[config.mk]
export PLATFORM = sky130hd
export DESIGN_NAME = length_prefix_deframer_top
export DESIGN_NICKNAME = d
export VERILOG_FILES = /design/src/rtl/lpd_pkg.sv /design/src/rtl/lpd_core.sv /design/src/rtl/length_prefix_deframer_top.sv
export SDC_FILE = /design/constraint.sdc
export NUM_CORES = 1
export LEC_CHECK = 0
export ABC_AREA = 1
export BUFFER_PORTS_ARGS = -buffer_cell sky130_fd_sc_hd__buf_2
export CAP_MARGIN = 0
export CORE_UTILIZATION = 51
export CTS_CLUSTER_SIZE = 20
export DETAILED_ROUTE_END_ITERATION = 6
export GPL_ROUTABILITY_DRIVEN = 0
export GPL_TIMING_DRIVEN = 0
export HOLD_SLACK_MARGIN = 0.06
export PLACE_DENSITY_LB_ADDON = 0.05
export SLEW_MARGIN = 20
export SYNTH_ARGS = -nofsm -noshare
export SYNTH_HDL_FRONTEND = slang
export SYNTH_HIERARCHICAL = 1
export SYNTH_SLANG_ARGS = --single-unit
[constraint.sdc]
create_clock -name clk -period 4.1 [get_ports clk]
set_input_delay 1.23 -clock clk [delete_from_list [all_inputs] [get_ports clk]]
set_output_delay 1.23 -clock clk [all_outputs]
set_load 0.02 [all_outputs]
[src/rtl/lpd_pkg.sv]
// Shared types, constants and helpers for the length-prefix deframer.
// No dependencies; used by lpd_core and length_prefix_deframer_top.
`timescale 1ns / 1ps

package lpd_pkg;

  localparam int unsigned DATA_W  = 32;
  localparam int unsigned ADDR_W  = 3;
  localparam int unsigned LEN_W   = 31;
  localparam int unsigned ACC_W   = 32;
  localparam int unsigned HDR_W   = 3;

  localparam logic [HDR_W-1:0] HDR_DEFAULT = 3'd2;
  localparam logic [HDR_W-1:0] HDR_MAX     = 3'd4;

  // register index, taken from paddr[2]
  localparam logic REG_HEADER_BYTES = 1'b0;

  typedef enum logic {
    ST_HEADER  = 1'b0,
    ST_PAYLOAD = 1'b1
  } state_t;

  typedef struct packed {
    logic             valid;
    logic [7:0]       data;
    logic             first;
    logic             last;
    logic [LEN_W-1:0] length;
  } result_t;

  // 0 means the default size, anything above 4 clamps to 4
  function automatic logic [HDR_W-1:0] eff_header(input logic [HDR_W-1:0] hb);
    logic [HDR_W-1:0] r;
    if (hb == '0) r = HDR_DEFAULT;
    else if (hb > HDR_MAX) r = HDR_MAX;
    else r = hb;
    return r;
  endfunction

endpackage

[src/rtl/lpd_core.sv]
// Header/payload sequencer of the length-prefix deframer.
// Depends on lpd_pkg; instantiated by length_prefix_deframer_top.
`timescale 1ns / 1ps

module lpd_core (
  input  logic                       clk,
  input  logic                       rst,
  input  logic                       accept,
  input  logic [7:0]                 in_byte,
  input  logic [lpd_pkg::HDR_W-1:0]  header_bytes,
  output lpd_pkg::result_t           result
);

  lpd_pkg::state_t             state, state_next;
  logic [lpd_pkg::HDR_W-1:0]   header_count, header_count_next;
  logic [lpd_pkg::ACC_W-1:0]   length_acc, length_acc_next;
  logic [lpd_pkg::LEN_W-1:0]   bytes_remaining, bytes_remaining_next;
  logic [lpd_pkg::LEN_W-1:0]   current_length, current_length_next;

  logic [lpd_pkg::ACC_W-1:0]   acc_shift;
  logic [lpd_pkg::HDR_W-1:0]   count_inc;
  logic                        hdr_done;
  logic [lpd_pkg::LEN_W-1:0]   rem_dec;

  assign acc_shift = {length_acc[lpd_pkg::ACC_W-9:0], in_byte};
  assign count_inc = header_count + 3'd1;
  assign hdr_done  = (count_inc >= lpd_pkg::eff_header(header_bytes));
  assign rem_dec   = bytes_remaining - 31'd1;

  always_ff @(posedge clk) begin
    if (rst) begin
      state           <= lpd_pkg::ST_HEADER;
      header_count    <= '0;
      length_acc      <= '0;
      bytes_remaining <= '0;
      current_length  <= '0;
    end else begin
      state           <= state_next;
      header_count    <= header_count_next;
      length_acc      <= length_acc_next;
      bytes_remaining <= bytes_remaining_next;
      current_length  <= current_length_next;
    end
  end

  always_comb begin
    state_next           = state;
    header_count_next    = header_count;
    length_acc_next      = length_acc;
    bytes_remaining_next = bytes_remaining;
    current_length_next  = current_length;
    result.valid  = 1'b0;
    result.data   = in_byte;
    result.first  = (bytes_remaining == current_length);
    result.last   = (rem_dec == '0);
    result.length = current_length;

    unique case (state)
      lpd_pkg::ST_HEADER: begin
        if (accept) begin
          if (hdr_done) begin
            header_count_next = '0;
            length_acc_next   = '0;
            // zero or negative lengths are dropped
            if (acc_shift != '0 && !acc_shift[lpd_pkg::ACC_W-1]) begin
              current_length_next  = acc_shift[lpd_pkg::LEN_W-1:0];
              bytes_remaining_next = acc_shift[lpd_pkg::LEN_W-1:0];
              state_next           = lpd_pkg::ST_PAYLOAD;
            end
          end else begin
            header_count_next = count_inc;
            length_acc_next   = acc_shift;
          end
        end
      end
      lpd_pkg::ST_PAYLOAD: begin
        if (accept) begin
          result.valid         = 1'b1;
          bytes_remaining_next = rem_dec;
          if (rem_dec == '0) state_next = lpd_pkg::ST_HEADER;
        end
      end
      default: state_next = lpd_pkg::ST_HEADER;
    endcase
  end

endmodule

[src/rtl/length_prefix_deframer_top.sv]
// Length-prefix deframer: turns a byte stream into frames of payload bytes.
// Depends on lpd_pkg and lpd_core.
`timescale 1ns / 1ps

// One byte is taken per clock cycle with no bubbles while in_stall is low:
// each accepted byte is parsed in the cycle it arrives and its payload
// transaction, if any, is registered and shown on out_valid the next cycle.
// A single output register separates the two sides, so the input is stalled
// only while that register holds a transaction that the sink is stalling.
// Each frame is a big-endian length header of header_bytes bytes (1 to 4;
// 0 acts as 2, 5 to 7 act as 4) followed by that many payload bytes. Header
// bytes give no output. A length of zero or with bit 31 set is dropped and
// the next byte begins a new header. Each payload byte comes out with
// first_of_frame, last_of_frame and the frame length. header_bytes sits at
// APB byte address 0 and should only be written while the stream is idle;
// a change takes effect at the next header byte.
module length_prefix_deframer_top (
  input  logic                          clk,
  input  logic                          rst,
  // byte input channel
  input  logic                          in_valid,
  output logic                          in_stall,
  input  logic [7:0]                    in_byte,
  // payload output channel
  output logic                          out_valid,
  input  logic                          out_stall,
  output logic [7:0]                    payload_byte,
  output logic                          first_of_frame,
  output logic                          last_of_frame,
  output logic [lpd_pkg::LEN_W-1:0]     frame_length,
  // configuration port
  input  logic                          psel,
  input  logic                          penable,
  input  logic                          pwrite,
  input  logic [lpd_pkg::ADDR_W-1:0]    paddr,
  input  logic [lpd_pkg::DATA_W-1:0]    pwdata,
  output logic [lpd_pkg::DATA_W-1:0]    prdata,
  output logic                          pready
);

  logic [lpd_pkg::HDR_W-1:0] header_bytes;
  logic                      accept;
  logic                      load_en;
  logic                      cfg_write;
  lpd_pkg::result_t          result;

  // ---------------- configuration ----------------
  assign pready    = 1'b1;
  assign cfg_write = psel && penable && pwrite && pready;

  always_ff @(posedge clk) begin
    if (rst) begin
      header_bytes <= lpd_pkg::HDR_DEFAULT;
    end else if (cfg_write && paddr[2] == lpd_pkg::REG_HEADER_BYTES) begin
      header_bytes <= pwdata[lpd_pkg::HDR_W-1:0];
    end
  end

  always_comb begin
    prdata = '0;
    if (paddr[2] == lpd_pkg::REG_HEADER_BYTES) begin
      prdata = {{(lpd_pkg::DATA_W-lpd_pkg::HDR_W){1'b0}}, header_bytes};
    end
  end

  // ---------------- handshake ----------------
  // the output register can take a new transaction unless it is full and held
  assign load_en  = !(out_valid && out_stall);
  assign in_stall = !load_en;
  assign accept   = in_valid && load_en;

  lpd_core u_core (
    .clk          (clk),
    .rst          (rst),
    .accept       (accept),
    .in_byte      (in_byte),
    .header_bytes (header_bytes),
    .result       (result)
  );

  // ---------------- output register ----------------
  always_ff @(posedge clk) begin
    if (rst) begin
      out_valid <= 1'b0;
    end else if (load_en) begin
      out_valid <= result.valid;
    end
  end

  // payload registers hold while stalled; no reset needed
  always_ff @(posedge clk) begin
    if (load_en && result.valid) begin
      payload_byte   <= result.data;
      first_of_frame <= result.first;
      last_of_frame  <= result.last;
      frame_length   <= result.length;
    end
  end

endmodule

==> reports/metrics.cfg <==
[timing]
min_period_ns = 2.87
final.period_utilization = 0.699
setup_viol = 0
rsz0062_at_grt = no
max-slew-margin-rel = 0.540
maxSlewViolCount = 0
fmax_mhz = 349
worstMarginPinSlew_ns = 0.691
hold_viol_final = 0
finClkSkew_ns = 0.00812

[grt]
grt_max_degree = 23
grt_pass1_wl_um = 29400
antenna_found_initial = 0
grt_pass1_vias = 5720
globalRouteOverflowTotal = 0
track_usage = 0.274

[critical_path]
worstSetupStartpoint = out_stall
worstSetupStartpointType = primary input
r2r-start = u_core/header_count[0]
worstPathRequired_ns = 2.87
worst-setup-path-type = in2out
arrival_ns = 1.64
path_max_fanout = 3
endpoint_kind = primary output

[synthesis]
yosys.area.top_type = dfxtp_1
synth_warnings = 6
synth_seq_cells = 135
synth-seq-area-share = 0.448
syn_area_per_cell_um2 = 7.41
synthCells = 938
synth_cell_type_count = 37
synth_area_mm2 = 0.00695
synth_top_area_frac = 0.271
synthTopCellsByArea = dfxtp_1 27%, edfxtp_1 18%, nand2_1 13%

[worst_hold_path]
hold_class = reg2reg
hp-start = u_core/length_acc[23]

[pwr]
irDropWorstVdd_v = 0.000362
p_per_area_mw_per_mm2 = 807
leakage_nw = 3.67

[detailed_routing]
routed_wl_um = 18100
wl_per_cell_um = 14.6
drc = 0
first_iter_violations = 506
vias_per_cell = 5.05
vias = 6258
first_pass_iters = 5
ant_nets = 0

[final_layout]
area_delta_synth_final_pct = 19.5
multi_input_area_mm2 = 0.00318
final_cell_mix = 248 x nand2_1, 142 x nor2_1, 94 x dfxtp_1, 77 x inv_1, 74 x o21ai_0
stdcell_count = 1239
fin_area_mm2 = 0.00830
layout-drive-gt1-share = 0.176
nets = 1106
regArea_mm2 = 0.00311
final_util = 0.627
antenna_cells = 0
fillCellCount = 1291
mostFrequentLayoutCell = nand2_1

[clock_network]
ctsHoldBuffers = 0
clkTransAtPathRegs_ns = 0.06
clk_latency_ns = 0.43
cts_setup_buffers = 0
clock_path_buffers = 2
clock-sinks = 135
numCtsBuffers = 17
root_buffer = clkbuf_16
tritoncts = built
ctsResizeCount = 0
cts.htree.levels = 4

[job]
maxCapViolCount = 0

[place]
hpwlAfterDp_um = 13800
dpl_cell_area_mm2 = 0.00763
io_buffers = 64
place_inst = 1207

[floorplanning]
rows = 42
start_util = 0.525
die_h_um = 119
die_area_mm2 = 0.0141
die_x_um = 119
io_pins = 126
core_area_mm2 = 0.0132

[run_status]
outcome = finished, final reports clean

[logic make-up after synthesis]
kind of cell / count (synthesis) / synth area share
adder cells (fa/ha/maj): 6 / 0.0108
XOR/XNOR: 30 / 0.0378
buffers and inverters: 156 / 0.111
other: 2 / 0.00108
AO/OA/AOI/OAI: 134 / 0.100
AND/OR/NAND/NOR: 475 / 0.291
flip-flops: 135 / 0.448
[Yosys cell counts, drive strengths merged]
| master | instances |
|---|---|
| a21oi | 54 |
| buf | 52 |
| clkbuf | 19 |
| clkinv | 2 |
| conb | 2 |
| dfxtp | 94 |
| edfxtp | 41 |
| ha | 6 |
| inv | 83 |
| nand2 | 255 |
| nand3 | 26 |
| nand3b | 1 |
| nand4 | 16 |
| nor2 | 161 |
| nor3 | 3 |
| nor3b | 1 |
| nor4 | 9 |
| o211a | 1 |
| o211ai | 1 |
| o21ai | 77 |
| o21bai | 1 |
| or2 | 2 |
| or4 | 1 |
| xnor2 | 18 |
| xor2 | 12 |
[critical path: stages]
cell     delay (ns)
buf_2          0.07
nand2_1        0.07
inv_2          0.09
buf_2          0.17
[metal layers]
metal,track usage,vias up,share of wire
met3,0.0603,28,0.062
met1,0.360,2850,0.46
met5,0,-,0
met4,0.101,0,0.018
li1,-,3167,-
met2,0.440,213,0.46
[final timing paths]
| path | cells past startpoint | slack [ns] | to |
|---|---|---|---|
| worst max-delay path | 4 | 1.23 | in_stall |
| worst min-delay path | 2 | 0.47 | u_core/length_acc[23] |
| worst max register to register | 12 | 1.61 | u_core/current_length[9] |
| worst min register to register | 2 | 0.47 | u_core/length_acc[23] |
[sequential cells by signal, summed over array words and instances, names as in the netlist]
name / count
u_core/state: 1
u_core/bytes_remaining: 31
u_core/length_acc: 24
payload_byte: 8
u_core/header_count: 3
out_valid: 1
last_of_frame: 1
first_of_frame: 1
frame_length: 31
header_bytes: 3
u_core/current_length: 31
[layout make-up]
type / instances / share of cell area
well taps: 176 / 0.0265
inverters: 85 / 0.0387
flip-flops and latches: 135 / 0.375
plain buffers: 71 / 0.0543
repair buffers: 65 / 0.0419
clock inverters: 14 / 0.0267
multi-input cells: 675 / 0.383
clock buffers: 18 / 0.0543
[where the power goes]
group,leakage (nW),internal (mW),switching (mW),total [mW]
sequential,1.16,1.65,0.321,1.97
combinational,2.19,1.00,2.01,3.01
clock,0.318,1.12,0.596,1.71
total,3.67,3.77,2.93,6.70
[metrics by stage]
stage          total power, mW  hold WS (ns)  setup WS (ns)  setup TNS (ns)
2_1_floorplan             4.17         0.439          0.132               0
3_3_place_gp              4.93         0.457          -1.07          -43.80
3_5_place_dp              4.96         0.463          0.909               0
4_1_cts                   6.69         0.474           1.23               0
5_1_grt                   7.21         0.497           1.16               0
6_report                  6.70         0.469           1.23               0
Note: power is estimated with default switching activity, not from simulation.
